==> config.mk <==
export PLATFORM = sky130hd
export DESIGN_NAME = c_source_token_scanner_unit
export DESIGN_NICKNAME = d
export VERILOG_FILES = /design/src/hw/rtl/cstok_pkg.sv /design/src/hw/rtl/cstok_scan.sv /design/src/hw/rtl/cstok_outq.sv /design/src/hw/rtl/c_source_token_scanner_unit.sv
export SDC_FILE = /design/constraint.sdc
export NUM_CORES = 1
export LEC_CHECK = 0
export BUFFER_PORTS_ARGS = -buffer_cell sky130_fd_sc_hd__buf_4
export CAP_MARGIN = 20
export CORE_ASPECT_RATIO = 0.8
export CORE_UTILIZATION = 58
export DETAILED_ROUTE_END_ITERATION = 8
export GPL_TIMING_DRIVEN = 0
export PLACE_DENSITY = 0.76
export SLEW_MARGIN = 20
export SYNTH_ARGS = -nofsm -noshare
export SYNTH_HDL_FRONTEND = slang
export SYNTH_HIERARCHICAL = 1
export SYNTH_SLANG_ARGS = --single-unit
==> constraint.sdc <==
create_clock -name i_clk -period 17.1 [get_ports i_clk]
set_input_delay 3.42 -clock i_clk [delete_from_list [all_inputs] [get_ports i_clk]]
set_output_delay 3.42 -clock i_clk [all_outputs]
set_load 0.05 [all_outputs]
==> src/hw/rtl/cstok_pkg.sv <==
// Shared types, widths and the punctuator prefix table of the source token scanner.
// Used by cstok_scan, cstok_outq and c_source_token_scanner_unit.
package cstok_pkg;

    localparam int POS_W     = 21;
    localparam int KIND_W    = 3;
    localparam int NODE_W    = 6;
    localparam int QDEPTH    = 4;
    localparam int QPTR_W    = 2;
    localparam int QCNT_W    = 3;
    localparam int IDATA_W   = 8;
    localparam int ODATA_W   = 72;
    localparam int OFIELDS_W = 3 * POS_W + KIND_W;

    localparam logic [NODE_W-1:0] ROOT_NODE  = 6'd0;
    localparam logic [NODE_W-1:0] SLASH_NODE = 6'd18;

    typedef struct packed {
        logic [POS_W-1:0]  comments;
        logic [KIND_W-1:0] kind;
        logic [POS_W-1:0]  tok_end;
        logic [POS_W-1:0]  tok_start;
        logic              last;
    } t_result;

    typedef struct packed {
        logic    v0;
        logic    v1;
        t_result r0;
        t_result r1;
    } t_emit;

    function automatic logic [NODE_W-1:0] trie_next(input logic [NODE_W-1:0] node,
                                                    input logic [7:0] ch);
        logic [NODE_W-1:0] m;
        m = ROOT_NODE;
        case ({node, ch})
            {6'd0,  8'h7B}: m = 6'd1;
            {6'd0,  8'h7D}: m = 6'd2;
            {6'd0,  8'h5B}: m = 6'd3;
            {6'd0,  8'h5D}: m = 6'd4;
            {6'd0,  8'h23}: m = 6'd5;
            {6'd0,  8'h28}: m = 6'd6;
            {6'd0,  8'h29}: m = 6'd7;
            {6'd0,  8'h3C}: m = 6'd8;
            {6'd0,  8'h3A}: m = 6'd9;
            {6'd0,  8'h3E}: m = 6'd10;
            {6'd0,  8'h25}: m = 6'd11;
            {6'd0,  8'h3B}: m = 6'd12;
            {6'd0,  8'h2E}: m = 6'd13;
            {6'd0,  8'h3F}: m = 6'd14;
            {6'd0,  8'h2B}: m = 6'd15;
            {6'd0,  8'h2D}: m = 6'd16;
            {6'd0,  8'h2A}: m = 6'd17;
            {6'd0,  8'h2F}: m = 6'd18;
            {6'd0,  8'h5E}: m = 6'd19;
            {6'd0,  8'h26}: m = 6'd20;
            {6'd0,  8'h7C}: m = 6'd21;
            {6'd0,  8'h7E}: m = 6'd22;
            {6'd0,  8'h21}: m = 6'd23;
            {6'd0,  8'h3D}: m = 6'd24;
            {6'd0,  8'h2C}: m = 6'd25;
            {6'd5,  8'h23}: m = 6'd26;
            {6'd8,  8'h3A}: m = 6'd27;
            {6'd9,  8'h3E}: m = 6'd28;
            {6'd8,  8'h25}: m = 6'd29;
            {6'd11, 8'h3E}: m = 6'd30;
            {6'd11, 8'h3A}: m = 6'd31;
            {6'd13, 8'h2E}: m = 6'd32;
            {6'd9,  8'h3A}: m = 6'd33;
            {6'd13, 8'h2A}: m = 6'd34;
            {6'd15, 8'h3D}: m = 6'd35;
            {6'd16, 8'h3D}: m = 6'd36;
            {6'd17, 8'h3D}: m = 6'd37;
            {6'd18, 8'h3D}: m = 6'd38;
            {6'd11, 8'h3D}: m = 6'd39;
            {6'd19, 8'h3D}: m = 6'd40;
            {6'd20, 8'h3D}: m = 6'd41;
            {6'd21, 8'h3D}: m = 6'd42;
            {6'd8,  8'h3C}: m = 6'd43;
            {6'd10, 8'h3E}: m = 6'd44;
            {6'd24, 8'h3D}: m = 6'd45;
            {6'd23, 8'h3D}: m = 6'd46;
            {6'd8,  8'h3D}: m = 6'd47;
            {6'd10, 8'h3D}: m = 6'd48;
            {6'd20, 8'h26}: m = 6'd49;
            {6'd21, 8'h7C}: m = 6'd50;
            {6'd15, 8'h2B}: m = 6'd51;
            {6'd16, 8'h2D}: m = 6'd52;
            {6'd16, 8'h3E}: m = 6'd53;
            {6'd31, 8'h25}: m = 6'd54;
            {6'd32, 8'h2E}: m = 6'd55;
            {6'd44, 8'h3D}: m = 6'd56;
            {6'd43, 8'h3D}: m = 6'd57;
            {6'd53, 8'h2A}: m = 6'd58;
            {6'd54, 8'h3A}: m = 6'd59;
            default:        m = ROOT_NODE;
        endcase
        return m;
    endfunction

endpackage

==> src/hw/rtl/cstok_scan.sv <==
// Scanner state and per-byte token logic: mode, operator prefix, offsets, comment count.
// Depends on cstok_pkg for the result types and the punctuator prefix table.
module cstok_scan #(
    parameter int unsigned MAX_SOURCE_LENGTH = 1048576
) (
    input  logic            i_clk,
    input  logic            i_rst_n,
    input  logic            i_fire,
    input  logic [7:0]      i_byte,
    input  logic            i_eof,
    output cstok_pkg::t_emit o_emit
);
    import cstok_pkg::*;

    localparam logic [POS_W-1:0] POS_CAP = (MAX_SOURCE_LENGTH < 32'h1FFFFF) ?
        POS_W'(MAX_SOURCE_LENGTH) : {POS_W{1'b1}};

    localparam logic [3:0] M_IDLE       = 4'd0;
    localparam logic [3:0] M_SLASH      = 4'd1;
    localparam logic [3:0] M_LINE       = 4'd2;
    localparam logic [3:0] M_BLOCK      = 4'd3;
    localparam logic [3:0] M_IDENT      = 4'd4;
    localparam logic [3:0] M_NUMBER     = 4'd5;
    localparam logic [3:0] M_CHAR_FIRST = 4'd6;
    localparam logic [3:0] M_CHAR_BODY  = 4'd7;
    localparam logic [3:0] M_STRING     = 4'd8;
    localparam logic [3:0] M_OPER       = 4'd9;

    localparam logic [KIND_W-1:0] K_IDENT  = 3'd0;
    localparam logic [KIND_W-1:0] K_NUMBER = 3'd1;
    localparam logic [KIND_W-1:0] K_CHAR   = 3'd2;
    localparam logic [KIND_W-1:0] K_STRING = 3'd3;
    localparam logic [KIND_W-1:0] K_OPER   = 3'd4;

    localparam logic [7:0] CH_SLASH  = 8'h2F;
    localparam logic [7:0] CH_STAR   = 8'h2A;
    localparam logic [7:0] CH_NL     = 8'h0A;
    localparam logic [7:0] CH_BSLASH = 8'h5C;
    localparam logic [7:0] CH_SQUOTE = 8'h27;
    localparam logic [7:0] CH_DQUOTE = 8'h22;
    localparam logic [7:0] CH_UNDER  = 8'h5F;
    localparam logic [7:0] CH_DOT    = 8'h2E;

    logic [3:0]        r_mode, n_mode;
    logic [NODE_W-1:0] r_node, n_node;
    logic [7:0]        r_prev, n_prev;
    logic [POS_W-1:0]  r_start, n_start;
    logic [POS_W-1:0]  r_pos, n_pos;
    logic [POS_W-1:0]  r_ccount, n_ccount;

    logic [POS_W-1:0]  pos_next;
    logic              is_sp, is_dig, is_let;
    logic [NODE_W-1:0] m_cur, m_slash, m_root;
    logic              to_idle;
    logic              a_v, b_v, c_v;
    t_result           a_r, b_r, c_r;
    logic [3:0]        mode_mid;
    logic [NODE_W-1:0] node_mid;

    assign pos_next = (r_pos >= POS_CAP) ? POS_CAP : r_pos + POS_W'(1);
    assign is_sp    = (i_byte == 8'h20) || (i_byte >= 8'h09 && i_byte <= 8'h0D);
    assign is_dig   = (i_byte >= 8'h30) && (i_byte <= 8'h39);
    assign is_let   = (i_byte >= 8'h61 && i_byte <= 8'h7A) || (i_byte >= 8'h41 && i_byte <= 8'h5A);
    assign m_cur    = trie_next(r_node, i_byte);
    assign m_slash  = trie_next(SLASH_NODE, i_byte);
    assign m_root   = trie_next(ROOT_NODE, i_byte);

    always_comb begin
        mode_mid = r_mode;
        node_mid = r_node;
        n_ccount = r_ccount;
        to_idle  = 1'b0;
        a_v      = 1'b0;
        a_r      = '{comments: r_ccount, kind: K_OPER, tok_end: r_pos,
                     tok_start: r_start, last: 1'b0};
        unique case (r_mode)
            M_SLASH: begin
                if (i_byte == CH_SLASH || i_byte == CH_STAR) begin
                    mode_mid = (i_byte == CH_SLASH) ? M_LINE : M_BLOCK;
                    if (r_ccount < POS_CAP) begin
                        n_ccount = r_ccount + POS_W'(1);
                    end
                end else if (m_slash != ROOT_NODE) begin
                    mode_mid = M_OPER;
                    node_mid = m_slash;
                end else begin
                    a_v      = 1'b1;
                    mode_mid = M_IDLE;
                    node_mid = ROOT_NODE;
                    to_idle  = 1'b1;
                end
            end
            M_LINE: begin
                if (i_byte == CH_NL && r_prev != CH_BSLASH) begin
                    mode_mid = M_IDLE;
                end
            end
            M_BLOCK: begin
                if (r_prev == CH_STAR && i_byte == CH_SLASH) begin
                    mode_mid = M_IDLE;
                end
            end
            M_IDENT: begin
                if (!(is_let || is_dig || i_byte == CH_UNDER)) begin
                    a_v      = 1'b1;
                    a_r.kind = K_IDENT;
                    mode_mid = M_IDLE;
                    to_idle  = 1'b1;
                end
            end
            M_NUMBER: begin
                if (!(is_let || is_dig || i_byte == CH_DOT)) begin
                    a_v      = 1'b1;
                    a_r.kind = K_NUMBER;
                    mode_mid = M_IDLE;
                    to_idle  = 1'b1;
                end
            end
            M_CHAR_FIRST: begin
                mode_mid = M_CHAR_BODY;
            end
            M_CHAR_BODY: begin
                if (i_byte == CH_SQUOTE && r_prev != CH_BSLASH) begin
                    a_v         = 1'b1;
                    a_r.kind    = K_CHAR;
                    a_r.tok_end = pos_next;
                    mode_mid    = M_IDLE;
                end
            end
            M_STRING: begin
                if (i_byte == CH_DQUOTE && r_prev != CH_BSLASH) begin
                    a_v         = 1'b1;
                    a_r.kind    = K_STRING;
                    a_r.tok_end = pos_next;
                    mode_mid    = M_IDLE;
                end
            end
            M_OPER: begin
                if (m_cur != ROOT_NODE) begin
                    node_mid = m_cur;
                end else begin
                    a_v      = 1'b1;
                    mode_mid = M_IDLE;
                    node_mid = ROOT_NODE;
                    to_idle  = 1'b1;
                end
            end
            default: begin
                mode_mid = M_IDLE;
                to_idle  = 1'b1;
            end
        endcase
    end

    always_comb begin
        n_mode  = mode_mid;
        n_node  = node_mid;
        n_start = r_start;
        b_v     = 1'b0;
        b_r     = '{comments: r_ccount, kind: K_OPER, tok_end: pos_next,
                    tok_start: r_pos, last: 1'b0};
        if (to_idle && !is_sp) begin
            n_start = r_pos;
            priority if (i_byte == CH_SLASH) begin
                if (i_eof) begin
                    b_v = 1'b1;
                end else begin
                    n_mode = M_SLASH;
                end
            end else if (is_let || i_byte == CH_UNDER) begin
                n_mode = M_IDENT;
            end else if (is_dig) begin
                n_mode = M_NUMBER;
            end else if (i_byte == CH_SQUOTE) begin
                n_mode = M_CHAR_FIRST;
            end else if (i_byte == CH_DQUOTE) begin
                n_mode = M_STRING;
            end else if (m_root != ROOT_NODE) begin
                n_mode = M_OPER;
                n_node = m_root;
            end else begin
                b_v = 1'b1;
            end
        end
    end

    always_comb begin
        c_v = 1'b0;
        c_r = '{comments: r_ccount, kind: K_OPER, tok_end: pos_next,
                tok_start: n_start, last: 1'b0};
        if (i_eof) begin
            unique case (n_mode)
                M_IDENT: begin
                    c_v = 1'b1;
                    c_r.kind = K_IDENT;
                end
                M_NUMBER: begin
                    c_v = 1'b1;
                    c_r.kind = K_NUMBER;
                end
                M_CHAR_FIRST, M_CHAR_BODY: begin
                    c_v = 1'b1;
                    c_r.kind = K_CHAR;
                end
                M_STRING: begin
                    c_v = 1'b1;
                    c_r.kind = K_STRING;
                end
                M_SLASH, M_OPER: begin
                    c_v = 1'b1;
                end
                default: begin
                    c_v = 1'b0;
                end
            endcase
        end
    end

    always_comb begin
        o_emit.v0 = a_v || b_v || c_v;
        o_emit.r0 = a_v ? a_r : (b_v ? b_r : c_r);
        o_emit.v1 = a_v ? (b_v || c_v) : (b_v && c_v);
        o_emit.r1 = (a_v && b_v) ? b_r : c_r;
        o_emit.r0.last = !o_emit.v1;
        o_emit.r1.last = 1'b1;
    end

    always_comb begin
        n_prev = i_byte;
        n_pos  = pos_next;
    end

    always_ff @(posedge i_clk) begin
        if (!i_rst_n) begin
            r_mode   <= M_IDLE;
            r_node   <= ROOT_NODE;
            r_prev   <= '0;
            r_start  <= '0;
            r_pos    <= '0;
            r_ccount <= '0;
        end else if (i_fire) begin
            if (i_eof) begin
                r_mode   <= M_IDLE;
                r_node   <= ROOT_NODE;
                r_prev   <= '0;
                r_start  <= '0;
                r_pos    <= '0;
                r_ccount <= '0;
            end else begin
                r_mode   <= n_mode;
                r_node   <= n_node;
                r_prev   <= n_prev;
                r_start  <= n_start;
                r_pos    <= n_pos;
                r_ccount <= n_ccount;
            end
        end
    end

endmodule

==> src/hw/rtl/cstok_outq.sv <==
// Four-entry result queue: takes up to two results a cycle, hands out one.
// Depends on cstok_pkg for t_result and t_emit.
module cstok_outq (
    input  logic              i_clk,
    input  logic              i_rst_n,
    input  logic              i_push,
    input  cstok_pkg::t_emit  i_emit,
    input  logic              i_pop,
    output logic              o_room,
    output logic              o_valid,
    output cstok_pkg::t_result o_res
);
    import cstok_pkg::*;

    t_result             r_q [QDEPTH];
    logic [QPTR_W-1:0]   r_wr, n_wr;
    logic [QPTR_W-1:0]   r_rd, n_rd;
    logic [QCNT_W-1:0]   r_cnt, n_cnt;
    logic                push0, push1, pop;

    assign push0   = i_push && i_emit.v0;
    assign push1   = i_push && i_emit.v1;
    assign pop     = i_pop && o_valid;
    assign o_valid = (r_cnt != '0);
    assign o_room  = (r_cnt <= QCNT_W'(QDEPTH - 2));
    assign o_res   = r_q[r_rd];

    always_comb begin
        n_wr  = r_wr + QPTR_W'(push0) + QPTR_W'(push1);
        n_rd  = r_rd + QPTR_W'(pop);
        n_cnt = r_cnt + QCNT_W'(push0) + QCNT_W'(push1) - QCNT_W'(pop);
    end

    always_ff @(posedge i_clk) begin
        if (push0) begin
            r_q[r_wr] <= i_emit.r0;
        end
        if (push1) begin
            r_q[r_wr + QPTR_W'(1)] <= i_emit.r1;
        end
    end

    always_ff @(posedge i_clk) begin
        if (!i_rst_n) begin
            r_wr  <= '0;
            r_rd  <= '0;
            r_cnt <= '0;
        end else begin
            r_wr  <= n_wr;
            r_rd  <= n_rd;
            r_cnt <= n_cnt;
        end
    end

endmodule

==> src/hw/rtl/c_source_token_scanner_unit.sv <==
// Top level of the C/C++ source token scanner: input register, scanner, result queue.
// Depends on cstok_pkg, cstok_scan and cstok_outq.
//
// Usage:
//   Slave stream s_*: one source byte per word in s_tdata, s_tlast marks the
//   final byte of a source. After that byte all offsets and the comment count
//   restart at zero for the next source.
//   Master stream m_*: one token per word, 0 to 2 words per byte; m_tlast
//   marks the last token caused by a byte.
//   Path: input register, then result queue, then m_*.
//   Throughput: one byte per cycle while the queue has room; the four-entry
//   result queue absorbs the second token of a byte that yields two.
//   The input register is processed only while the queue has room for two
//   results, so a stalled m_tready backs up into s_tready after the queue
//   fills; s_tready never depends combinationally on m_tready.
//   Reset (i_rst_n low, synchronous) empties the queue and the input
//   register and returns the scanner to offset 0, idle between tokens.
module c_source_token_scanner_unit #(
    parameter int unsigned MAX_SOURCE_LENGTH = 1048576
) (
    input  logic                              i_clk,
    input  logic                              i_rst_n,
    input  logic                              s_tvalid,
    output logic                              s_tready,
    input  logic [cstok_pkg::IDATA_W-1:0]     s_tdata,  // [7:0] source_byte
    input  logic                              s_tlast,  // end_of_source
    output logic                              m_tvalid,
    input  logic                              m_tready,
    // [20:0] token_start, [41:21] token_end, [44:42] token_kind,
    // [65:45] comments_so_far, [71:66] zero
    output logic [cstok_pkg::ODATA_W-1:0]     m_tdata,
    output logic                              m_tlast   // last_of_run
);
    import cstok_pkg::*;

    logic        r_in_v;
    logic [7:0]  r_in_byte;
    logic        r_in_eof;
    logic        fire, room;
    t_emit       emit;
    t_result     head;

    assign fire     = r_in_v && room;
    assign s_tready = !r_in_v || fire;

    always_ff @(posedge i_clk) begin
        if (!i_rst_n) begin
            r_in_v <= 1'b0;
        end else if (s_tvalid && s_tready) begin
            r_in_v <= 1'b1;
        end else if (fire) begin
            r_in_v <= 1'b0;
        end
    end

    always_ff @(posedge i_clk) begin
        if (s_tvalid && s_tready) begin
            r_in_byte <= s_tdata;
            r_in_eof  <= s_tlast;
        end
    end

    cstok_scan #(
        .MAX_SOURCE_LENGTH(MAX_SOURCE_LENGTH)
    ) u_scan (
        .i_clk   (i_clk),
        .i_rst_n (i_rst_n),
        .i_fire  (fire),
        .i_byte  (r_in_byte),
        .i_eof   (r_in_eof),
        .o_emit  (emit)
    );

    cstok_outq u_outq (
        .i_clk   (i_clk),
        .i_rst_n (i_rst_n),
        .i_push  (fire),
        .i_emit  (emit),
        .i_pop   (m_tready),
        .o_room  (room),
        .o_valid (m_tvalid),
        .o_res   (head)
    );

    assign m_tdata = {(ODATA_W - OFIELDS_W)'(0), head.comments, head.kind,
                      head.tok_end, head.tok_start};
    assign m_tlast = head.last;

endmodule

# After elaboration in Yosys (flattened, before gate mapping)
# Memories as Yosys holds them, arrays and structs flattened. A register that Yosys moved wholly into a read port is not among the register bits.
# Cells that the tools add are included.
dict set report classes {
  eq_ne 107
  reduce_logical 42
  bitwise_logic 0
  n_mul 0
  muxes 82
  n_div 0
  n_addsub 9
  order_cmp 11
  n_shift 0
}
# cell count
set ops {}
lappend ops {{$pmux W6 S59} 1}
lappend ops {{$eq A14 B6 Y1 const B} 18}
lappend ops {{$eq A14 B12 Y1 const B} 15}
lappend ops {{$eq A14 B13 Y1 const B} 13}
lappend ops {{$eq A8 B6 Y1 const B} 22}
lappend ops {{$mux W21} 8}
lappend ops {{$mux W46} 3}
lappend ops {{$pmux W5 S25} 1}
lappend ops {{$eq A14 B7 Y1 const B} 7}
lappend ops {{$mux W4} 18}
lappend ops {{$mux W6} 12}
lappend ops {{$eq A14 B14 Y1 const B} 5}
lappend ops {{$eq A8 B7 Y1 const B} 8}
lappend ops {{$mux W24} 2}
lappend ops {{$add A21 B1 Y21 const B} 2}
lappend ops {{$pmux W21 S2} 1}
lappend ops {{$pmux W4 S9} 1}
lappend ops {{$eq A4 B3 Y1 const B} 8}
lappend ops {{$mux W1} 25}
lappend ops {{$pmux W3 S4} 2}
lappend ops {{$ge A21 B21 Y1 const B} 1}
lappend ops {{$lt A21 B21 Y1 const B} 1}
lappend ops {{$reduce_bool A6 Y1} 3}
lappend ops {{$eq A4 B4 Y1 const B} 4}
lappend ops {{other kinds (31)} 70}
dict set report totals {
  elab_cells 264
  input_bits 13
  latch_bits 0
  output_inout_bits 75
  n_memories 1
  register_bits 98
  romBits 0
  ramBits 268
}
# memory depth word_bits rd rd_ports_with_merged_regs wr line_no
set memory_table {}
lappend memory_table {u_outq.r_q 4 67 1 1 2 cstok_outq.sv:15} ;# t_result r_q [QDEPTH];

# Logic depth before layout (Yosys ltp)
# Gate-level depths: netlist (run 1).
dict set report logic_depth {
  depth_word 23
  ltp_mapped 20
  depth_no_buf 16
}

# Modules after synthesis
# The synthesis (run 1) kept the hierarchy.
# mod cells_per_inst seq_area_each_um2 instances area_per_inst_um2
set by_module_without_submodules {}
lappend by_module_without_submodules {cstok_outq 698 8187.9 1 13589.3}
lappend by_module_without_submodules {cstok_scan 992 1621.6 1 7156.9}
lappend by_module_without_submodules {c_source_token_scanner_unit 22 290.3 1 384.1}

# Least setup slack after synthesis (run 1)
# Ideal clock, no wire load.
dict set report synth_timing {
  path_kind {register to register}
  startpoint {register r_in_byte[4]}
  endpoint {memory u_outq/r_q[0][0] (netlist name), enable pin}
  arrival_time_ns 8.165
  stages_incl_launch_ff 12
  setup_ns 0.595
  synth_period_minus_slack_ns 8.759
  n_path_buf 0
  t_required_ns 16.505
  slack_ns 8.341
  path_cell_list {edfxtp_1 or4b_4 or3_4 o31ai_4 nor4_1 a21boi_0 or3_1 o211a_1 a211o_1 nand3_1 or3b_2 a21boi_0}
}
# item line_no
set synth_lines {}
lappend synth_lines {{from (decl)} c_source_token_scanner_unit.sv:37} ;# logic [7:0] r_in_byte;
lappend synth_lines {{from (signal assigned)} c_source_token_scanner_unit.sv:58} ;# r_in_byte <= s_tdata;
lappend synth_lines {{to (decl)} cstok_outq.sv:15}

==> results of run 1 <==
## area by class of cell
| cell class | instances | area (sq um) |
|---|---|---|
| multi-input cells | 1154 | 9930 |
| clock buffers | 56 | 1080 |
| plain buffers | 177 | 1090 |
| inverters | 20 | 75.1 |
| flip-flops and latches | 366 | 10100 |
| fillers | 2593 | 12000 |
| clock inverters | 14 | 136 |
| well taps | 480 | 601 |
| repair buffers | 101 | 948 |
## metal layers
metal | up-vias | track usage [%] | wire (um)
met5 | - | 0 | 0
met4 | 0 | 7.45 | 948
met3 | 76 | 5.70 | 5640
met2 | 764 | 46.3 | 25700
met1 | 7449 | 46.4 | 25500
li1 | 6741 | - | -
## sequential cells by signal, indices dropped and copies added, names as in the netlist, 2 cells and up
register / cells
u_scan/r_node: 6
u_outq/r_rd: 2
u_scan/r_ccount: 21
r_in_byte: 8
u_scan/r_prev: 8
u_scan/r_mode: 4
u_outq/r_cnt: 3
u_outq/r_wr: 2
u_outq/r_q: 268
u_scan/r_start: 21
u_scan/r_pos: 21
## critical path, delay by kind of cell, from the launching register on
family   cells  cell delay [ns]
flops        1             0.35
mux          1             0.54
buf+inv      4             1.25
## cell families after synthesis
| family | after synthesis | share of synthesized area, % |
|---|---|---|
| AOI/OAI and AO/OA | 253 | 7.63 |
| xor gates and xnor gates | 33 | 1.37 |
| adders and majority gates | 9 | 0.640 |
| buffers and inverters | 197 | 5.52 |
| DFF | 366 | 47.8 |
| muxes | 380 | 24.3 |
| other | 2 | 0.0355 |
| and+or+nand+nor | 472 | 12.7 |
## through the flow
step | setup WS, ns | hold WS, ns | power (W)
floorplan | 8.34 | 0.480 | 0.00159
global placement | 3.15 | 0.489 | 0.00180
detailed placement | 11.30 | 0.499 | 0.00181
CTS | 11.07 | 0.508 | 0.00263
global route | 10.89 | 0.521 | 0.00270
finish | 11.00 | 0.507 | 0.00262
## cell usage after synthesis (8+ instances only)
library cell / number / area, sq um
sky130_fd_sc_hd__and3_1: 12 / 75.1
sky130_fd_sc_hd__buf_2: 38 / 190
sky130_fd_sc_hd__mux2_2: 259 / 2920
sky130_fd_sc_hd__nor3_1: 25 / 125
sky130_fd_sc_hd__clkbuf_1: 62 / 233
sky130_fd_sc_hd__dfxtp_1: 89 / 1780
sky130_fd_sc_hd__nand3_1: 39 / 195
sky130_fd_sc_hd__o21a_1: 25 / 188
sky130_fd_sc_hd__inv_1: 20 / 75.1
sky130_fd_sc_hd__mux2_4: 30 / 450
sky130_fd_sc_hd__and2_1: 21 / 131
sky130_fd_sc_hd__nor2_1: 72 / 270
sky130_fd_sc_hd__nand3b_1: 14 / 105
sky130_fd_sc_hd__mux4_2: 67 / 1510
sky130_fd_sc_hd__nand4_1: 18 / 113
sky130_fd_sc_hd__nor2b_1: 92 / 576
sky130_fd_sc_hd__nand2_1: 92 / 345
sky130_fd_sc_hd__o21ai_0: 59 / 295
sky130_fd_sc_hd__edfxtp_1: 277 / 8320
sky130_fd_sc_hd__nor4b_1: 8 / 70.1
sky130_fd_sc_hd__a21oi_1: 80 / 400
sky130_fd_sc_hd__buf_6: 14 / 158
sky130_fd_sc_hd__xnor2_1: 11 / 96.3
sky130_fd_sc_hd__nor4_1: 8 / 50.1
sky130_fd_sc_hd__o22ai_1: 12 / 75.1
sky130_fd_sc_hd__xor2_1: 22 / 193
sky130_fd_sc_hd__buf_4: 57 / 428
sky130_fd_sc_hd__or3_1: 18 / 113
sky130_fd_sc_hd__mux2_1: 20 / 225
## worst min path at each step
stage / from / endpoint / depth (start not counted)
2_1_floorplan: u_scan/r_ccount[11] / u_scan/r_ccount[11] / 2
3_3_place_gp: r_in_v / r_in_v / 2
3_5_place_dp: r_in_v / r_in_v / 2
4_1_cts: r_in_v / r_in_v / 2
5_1_grt: r_in_v / r_in_v / 2
6_report: r_in_v / r_in_v / 2
## cells in the final DEF (no fill, tap or decap), types with 9 or more instances in the layout
cell type and n:
sky130_fd_sc_hd__edfxtp_1 277, sky130_fd_sc_hd__mux2_2 259, sky130_fd_sc_hd__buf_4 147, sky130_fd_sc_hd__nand2_1 92, sky130_fd_sc_hd__nor2b_1 92, sky130_fd_sc_hd__dfxtp_1 89, sky130_fd_sc_hd__a21oi_1 80, sky130_fd_sc_hd__clkbuf_1 75
sky130_fd_sc_hd__nor2_1 72, sky130_fd_sc_hd__mux4_2 67, sky130_fd_sc_hd__o21ai_0 59, sky130_fd_sc_hd__clkbuf_16 39, sky130_fd_sc_hd__buf_2 39, sky130_fd_sc_hd__nand3_1 39, sky130_fd_sc_hd__mux2_4 30, sky130_fd_sc_hd__nor3_1 25
sky130_fd_sc_hd__o21a_1 25, sky130_fd_sc_hd__xor2_1 22, sky130_fd_sc_hd__and2_1 21, sky130_fd_sc_hd__inv_1 20, sky130_fd_sc_hd__mux2_1 20, sky130_fd_sc_hd__or3_1 18, sky130_fd_sc_hd__nand4_1 18, sky130_fd_sc_hd__buf_6 14
sky130_fd_sc_hd__nand3b_1 14, sky130_fd_sc_hd__and3_1 12, sky130_fd_sc_hd__o22ai_1 12, sky130_fd_sc_hd__xnor2_1 11, sky130_fd_sc_hd__buf_16 9
## power by group
group / switching, W / total, W / internal, W
clock network: 0.000351 / 0.000823 / 0.000472
logic: 0.000507 / 0.000782 / 0.000275
registers: 0.0000160 / 0.00102 / 0.00100
==> metrics.txt, run 1 <==
# TYPE chip_impl_metric gauge
chip_impl_info{name="critical_path.startpoint_type",value="flip-flop"} 1
chip_impl_info{name="critical_path.slowest_cell",value="sky130_fd_sc_hd__mux4_2"} 1
chip_impl_metric{name="period_share",unit="%"} 35.7
chip_impl_metric{name="async_flop_share",unit="%"} 0
chip_impl_metric{name="floorplan.rows",unit=""} 62
chip_impl_info{name="path_cells",value="clkbuf_1 -> buf_4 -> buf_6 -> mux4_2 -> buf_4"} 1
chip_impl_metric{name="grt_first_pass_wirelength",unit="um"} 88300
chip_impl_metric{name="postCtsSetupBuffers",unit=""} 0
chip_impl_metric{name="finalInstanceArea",unit="sq mm"} 0.0240
chip_impl_metric{name="max_clock_freq",unit="GHz"} 0.164
chip_impl_metric{name="setup.reg_to_reg.worst_slack",unit="ns"} 11.14
chip_impl_metric{name="report.final.setup_viol",unit=""} 0
chip_impl_info{name="holdCritPathClass",value="reg2reg"} 1
chip_impl_metric{name="clock_latency",unit="ns"} 0.54
chip_impl_metric{name="cellLeakagePower",unit="nW"} 8.91
chip_impl_metric{name="fp.dieArea",unit="sq mm"} 0.0372
chip_impl_metric{name="worst_clock_skew",unit="ns"} 0.0196
chip_impl_metric{name="vias_per_cell",unit=""} 6.35
chip_impl_metric{name="fin_crit",unit="ns"} 6.10
chip_impl_info{name="grt_setup_unrepaired",value="false"} 1
chip_impl_metric{name="synth_enable_flop_cells",unit=""} 277
chip_impl_info{name="worstReg2RegEnd",value="u_outq/r_q[1][49]"} 1
chip_impl_metric{name="grt_pass1_vias",unit=""} 14700
chip_impl_metric{name="syn-cell-area",unit="sq mm"} 0.0211
chip_impl_metric{name="start_util",unit="%"} 58.8
chip_impl_info{name="critical_path.most_common_cell",value="sky130_fd_sc_hd__buf_4"} 1
chip_impl_metric{name="gpl.final_weighted_congestion",unit=""} 0.972
chip_impl_metric{name="clkSinkCount",unit=""} 366
chip_impl_metric{name="setup_tns",unit="ns"} 0
chip_impl_metric{name="peakVddDrop",unit="V"} 0.000136
chip_impl_metric{name="clock_tree.htree_level_count",unit=""} 2
chip_impl_metric{name="seq_area_frac_synth",unit="%"} 47.8
chip_impl_info{name="path_class",value="reg2out"} 1
chip_impl_metric{name="required",unit="ns"} 13.68
chip_impl_info{name="critical_path.endpoint",value="m_tdata[63]"} 1
chip_impl_metric{name="post_cts_hold_buffer_count",unit=""} 0
chip_impl_metric{name="die_x",unit="um"} 215
chip_impl_metric{name="syn2layout_area_growth",unit="%"} 13.4
chip_impl_info{name="worstSetupEndpointType",value="primary output"} 1
chip_impl_metric{name="number_of_port_buffers",unit=""} 81
chip_impl_metric{name="dieHeight",unit="um"} 173
chip_impl_metric{name="final_hold_viol_count",unit=""} 0
chip_impl_metric{name="timing.reg2reg.worst_path_depth",unit=""} 19
chip_impl_metric{name="syn_area_per_cell",unit="sq um"} 12.3
chip_impl_metric{name="yosysWarnings",unit=""} 6
chip_impl_info{name="r2r_start",value="r_in_byte[2]"} 1
chip_impl_metric{name="routedWlPerCell",unit="um"} 24.4
chip_impl_metric{name="placed_area",unit="sq mm"} 0.0227
chip_impl_metric{name="maxCapViolCount",unit=""} 0
chip_impl_info{name="clockRootBuffer",value="sky130_fd_sc_hd__clkbuf_16"} 1
chip_impl_metric{name="grt.overflow.total",unit=""} 0
chip_impl_info{name="yosys_most_used_dff",value="sky130_fd_sc_hd__edfxtp_1"} 1
chip_impl_metric{name="slew_viol_final",unit=""} 0
chip_impl_metric{name="final_cell_count_no_fill",unit=""} 2368
chip_impl_metric{name="post-route-drc-count",unit=""} 0
chip_impl_metric{name="power.density_cell_area",unit="mW/mm^2"} 109
chip_impl_metric{name="design.core.area",unit="sq mm"} 0.0359
chip_impl_metric{name="post_synthesis_sequential_element_count",unit=""} 366
chip_impl_info{name="cts_tree",value="built"} 1
chip_impl_metric{name="antenna_found_initial",unit=""} 0
chip_impl_metric{name="path_clk_slew",unit="ns"} 0.06
chip_impl_metric{name="antenna_cells",unit=""} 0
chip_impl_metric{name="drive_gt1_share",unit="%"} 34.6
chip_impl_metric{name="dr.first_iter.drc_count",unit=""} 1603
chip_impl_info{name="launching_instance_or_port_of_the_critical_path",value="u_outq/r_rd[0]"} 1
chip_impl_metric{name="post_cts.resized_instances",unit=""} 0
chip_impl_metric{name="design.portCount",unit=""} 88
chip_impl_metric{name="critical_path_arrival",unit="ns"} 2.68
chip_impl_metric{name="routed-via-count",unit=""} 15000
chip_impl_metric{name="tightest_slew",unit="ns"} 0.875
chip_impl_metric{name="crit_path_max_fanout",unit=""} 10
chip_impl_metric{name="final_core_utilization",unit="%"} 66.7
chip_impl_metric{name="max_slew_margin",unit="%"} 40.9
chip_impl_metric{name="wirelength",unit="um"} 57700
chip_impl_metric{name="post_syn_instances",unit=""} 1712
chip_impl_metric{name="nets",unit=""} 1881
chip_impl_metric{name="max_stage_delay",unit="ns"} 0.54
chip_impl_metric{name="clock_path_buffers",unit=""} 3
chip_impl_metric{name="dp.final_hpwl",unit="um"} 40300
chip_impl_metric{name="antenna_left",unit=""} 0
chip_impl_metric{name="grtUsageTotal",unit="%"} 30.9
chip_impl_metric{name="pin_count_of_the_biggest_net_entering_global_routing",unit=""} 34
chip_impl_metric{name="post-place-cells",unit=""} 2298
chip_impl_metric{name="firstDrtPassIters",unit=""} 5
chip_impl_info{name="status",value="completed"} 1
chip_impl_metric{name="cts_made_buffers",unit=""} 39
chip_impl_metric{name="synth_cell_type_count",unit=""} 87
No activity file was read; power rests on OpenSTA's default activity.
==> run 2: changes to the inputs <==
- clock period: 17.1 -> 5.7 ns (I/O delays scaled with it)
==> metrics.txt, run 2 (synthesis results as in run 1) <==
# TYPE chip_impl_metric gauge
chip_impl_info{name="status",value="completed"} 1
chip_impl_metric{name="vias_per_cell",unit=""} 6.38
chip_impl_info{name="grt_setup_unrepaired",value="false"} 1
chip_impl_metric{name="period_share",unit="%"} 94.6
chip_impl_metric{name="switching_power",unit="W"} 0.00261
chip_impl_metric{name="grt_pass1_vias",unit=""} 14600
chip_impl_metric{name="grt_first_pass_wirelength",unit="um"} 87200
chip_impl_info{name="worstSetupEndpointType",value="flip-flop"} 1
chip_impl_metric{name="final_cell_count_no_fill",unit=""} 2368
chip_impl_info{name="holdCritPathClass",value="reg2reg"} 1
chip_impl_metric{name="design.core.area",unit="sq mm"} 0.0359
chip_impl_info{name="hold_start",value="r_in_v"} 1
chip_impl_metric{name="cts_made_buffers",unit=""} 39
chip_impl_metric{name="required",unit="ns"} 5.92
chip_impl_metric{name="fp.dieArea",unit="sq mm"} 0.0372
chip_impl_metric{name="post_cts.resized_instances",unit=""} 0
chip_impl_metric{name="number_of_port_buffers",unit=""} 81
chip_impl_metric{name="clock_tree.htree_level_count",unit=""} 2
chip_impl_metric{name="firstDrtPassIters",unit=""} 5
chip_impl_info{name="regMostFlops",value="u_outq/r_q"} 1
chip_impl_info{name="critical_path.top_delay_family",value="simple AND/OR/NAND/NOR gates"} 1
chip_impl_metric{name="dieHeight",unit="um"} 173
chip_impl_metric{name="routedWlPerCell",unit="um"} 24.1
chip_impl_metric{name="p_comb_share",unit="%"} 29.7
chip_impl_metric{name="floorplan.rows",unit=""} 62
chip_impl_metric{name="final_core_utilization",unit="%"} 66.9
chip_impl_metric{name="clock_path_buffers",unit=""} 3
chip_impl_info{name="r2r_start",value="r_in_byte[2]"} 1
chip_impl_info{name="critical_path.most_common_cell",value="sky130_fd_sc_hd__buf_2"} 1
chip_impl_metric{name="maxCapViolCount",unit=""} 0
chip_impl_info{name="leading_cell_type_in_the_layout_fill_and_taps_excluded",value="sky130_fd_sc_hd__edfxtp_1"} 1
chip_impl_metric{name="fin_crit",unit="ns"} 5.39
chip_impl_metric{name="antenna_left",unit=""} 0
chip_impl_metric{name="die_x",unit="um"} 215
chip_impl_metric{name="netSwitchingFraction",unit="%"} 33.0
chip_impl_metric{name="nets",unit=""} 1880
chip_impl_metric{name="dr.first_iter.drc_count",unit=""} 1505
chip_impl_metric{name="clock_network_fraction_of_total_power",unit="%"} 31.8
chip_impl_metric{name="syn2layout_area_growth",unit="%"} 13.7
chip_impl_metric{name="timing.reg2reg.worst_path_depth",unit=""} 17
chip_impl_metric{name="max_stage_delay",unit="ns"} 0.63
chip_impl_metric{name="drive_gt1_share",unit="%"} 34.7
chip_impl_metric{name="max_clock_freq",unit="GHz"} 0.186
chip_impl_metric{name="fin_worst_hold_slack",unit="ns"} 0.506
chip_impl_info{name="critical_path.startpoint_type",value="flip-flop"} 1
chip_impl_metric{name="clock_latency",unit="ns"} 0.54
chip_impl_info{name="path_cells",value="buf_2 -> buf_2 -> nand4b_1 -> nor2_1 -> and3_1 -> nor2_1 -> nand4_1 -> o31a_1 -> buf_2 -> o21ai_0 -> a211o_1 -> a21oi_1 -> buf_4 -> mux2i_1 -> and3b_4 -> buf_12 -> buf_12"} 1
chip_impl_metric{name="crit_path_max_fanout",unit=""} 31
chip_impl_metric{name="dp.final_hpwl",unit="um"} 40300
chip_impl_metric{name="post_cts_hold_buffer_count",unit=""} 0
chip_impl_metric{name="power.sequential.fraction",unit="%"} 38.5
chip_impl_metric{name="final_hold_viol_count",unit=""} 0
chip_impl_info{name="critical_path.slowest_cell",value="sky130_fd_sc_hd__nor2_1"} 1
chip_impl_metric{name="largest_register_ffs",unit=""} 268
chip_impl_metric{name="hold_depth",unit=""} 2
chip_impl_metric{name="internal_power",unit="W"} 0.00531
chip_impl_metric{name="cellLeakagePower",unit="nW"} 8.94
chip_impl_metric{name="clkSinkCount",unit=""} 366
chip_impl_info{name="min_delay_worst_endpoint",value="r_in_v"} 1
chip_impl_metric{name="start_util",unit="%"} 58.8
chip_impl_metric{name="wirelength",unit="um"} 57100
chip_impl_metric{name="design.portCount",unit=""} 88
chip_impl_metric{name="grt.overflow.total",unit=""} 0
chip_impl_metric{name="critical_path_arrival",unit="ns"} 5.61
chip_impl_metric{name="grtUsageTotal",unit="%"} 30.4
chip_impl_info{name="worstReg2RegEnd",value="u_outq/r_q[3][53]"} 1
chip_impl_info{name="clockRootBuffer",value="sky130_fd_sc_hd__clkbuf_16"} 1
chip_impl_metric{name="gpl.final_weighted_congestion",unit=""} 0.946
chip_impl_metric{name="post-place-cells",unit=""} 2294
chip_impl_metric{name="pin_count_of_the_biggest_net_entering_global_routing",unit=""} 32
chip_impl_metric{name="setup.reg_to_reg.worst_slack",unit="ns"} 0.31
chip_impl_metric{name="antenna_found_initial",unit=""} 1
chip_impl_metric{name="report.final.setup_viol",unit=""} 0
chip_impl_metric{name="tightest_slew",unit="ns"} 0.944
chip_impl_metric{name="worstPathBufferInverterCount",unit=""} 6
chip_impl_metric{name="power.density_cell_area",unit="mW/mm^2"} 330
chip_impl_info{name="cts_tree",value="built"} 1
chip_impl_metric{name="routed-via-count",unit=""} 15100
chip_impl_info{name="most_used_cells_in_the_layout_excluding_fill_and_tap_cells",value="277 x sky130_fd_sc_hd__edfxtp_1, 259 x sky130_fd_sc_hd__mux2_2, 141 x sky130_fd_sc_hd__buf_4"} 1
chip_impl_metric{name="path_clk_slew",unit="ns"} 0.06
chip_impl_metric{name="post-route-drc-count",unit=""} 0
chip_impl_metric{name="postCtsSetupBuffers",unit=""} 0
chip_impl_metric{name="slew_viol_final",unit=""} 0
chip_impl_metric{name="max_slew_margin",unit="%"} 36.1
chip_impl_metric{name="peakVddDrop",unit="V"} 0.000332
chip_impl_metric{name="worst_clock_skew",unit="ns"} 0.0155
chip_impl_info{name="path_class",value="reg2reg"} 1
## run 2: cell count changes in the layout (fill, tap and decap cells not counted), sizes merged
cell      delta
clkinv       +3
clkinvlp     -2
buf          -1
bufinv       +1
clkbuf       -1
diode        +1
inv          -1
## run 2: layer usage
layer | global-route usage [%] | wire length, um
met4 | 7.65 | 1170
met3 | 7.37 | 5860
met2 | 45.3 | 25200
met1 | 44.8 | 24900
met5 | 0 | 0
## run 2: cell type report
| cell class | count | area, sq um |
|---|---|---|
| clock buffers | 55 | 1100 |
| multi-input cells | 1154 | 9930 |
| repair buffers | 100 | 966 |
| clock inverters | 15 | 158 |
| well taps | 480 | 601 |
| diodes | 1 | 2.50 |
| plain buffers | 177 | 1090 |
| fillers | 2655 | 11900 |
| inverters | 20 | 75.1 |
| flip-flops and latches | 366 | 10100 |
## run 2: stage by stage
stage	area [sq um]	setup TNS, ns	setup slack (ns)	power, W
2_1_floorplan	21200	0	0.140	0.00475
3_3_place_gp	22400	-555.77	-2.30	0.00537
3_5_place_dp	22700	0	0.314	0.00545
4_1_cts	24000	0	0.236	0.00795
5_1_grt	24000	0	0.132	0.00816
6_report	24000	0	0.309	0.00792
## run 2: worst reg2reg max path, cell delays in order, from the launching register on
cell	delay (ns)
sky130_fd_sc_hd__edfxtp_1	0.36
sky130_fd_sc_hd__buf_2	0.19
sky130_fd_sc_hd__buf_2	0.24
sky130_fd_sc_hd__nand4b_1	0.37
sky130_fd_sc_hd__nor2_1	0.63
sky130_fd_sc_hd__and3_1	0.30
sky130_fd_sc_hd__nor2_1	0.07
sky130_fd_sc_hd__nand4_1	0.24
sky130_fd_sc_hd__o31a_1	0.26
sky130_fd_sc_hd__buf_2	0.27
sky130_fd_sc_hd__o21ai_0	0.12
sky130_fd_sc_hd__a211o_1	0.33
sky130_fd_sc_hd__a21oi_1	0.21
sky130_fd_sc_hd__buf_4	0.23
sky130_fd_sc_hd__mux2i_1	0.14
sky130_fd_sc_hd__and3b_4	0.55
sky130_fd_sc_hd__buf_12	0.25
sky130_fd_sc_hd__buf_12	0.27
## run 2: how the worst max path moves through the flow
stage	startpoint	endpoint	slack [ns]	cells past startpoint
2_1_floorplan	r_in_byte[4]	u_outq/r_q[0][0]	0.14	11
3_3_place_gp	u_scan/r_node[2]	u_outq/r_q[0][32]	-2.30	14
3_5_place_dp	u_scan/r_node[1]	u_outq/r_q[1][50]	0.31	17
4_1_cts	u_scan/r_node[1]	u_outq/r_q[1][49]	0.24	17
5_1_grt	r_in_byte[0]	u_outq/r_q[3][48]	0.13	17
6_report	r_in_byte[2]	u_outq/r_q[3][53]	0.31	17
## run 2: power groups by stage
| stage | registers [W] | logic, W | clock network (W) |
|---|---|---|---|
| after floorplan | 0.00310 | 0.00166 | 0 |
| after global placement | 0.00311 | 0.00226 | 0 |
| after detailed placement | 0.00310 | 0.00234 | 0 |
| after CTS | 0.00305 | 0.00235 | 0.00255 |
| after global routing | 0.00306 | 0.00245 | 0.00265 |
| final | 0.00305 | 0.00235 | 0.00252 |
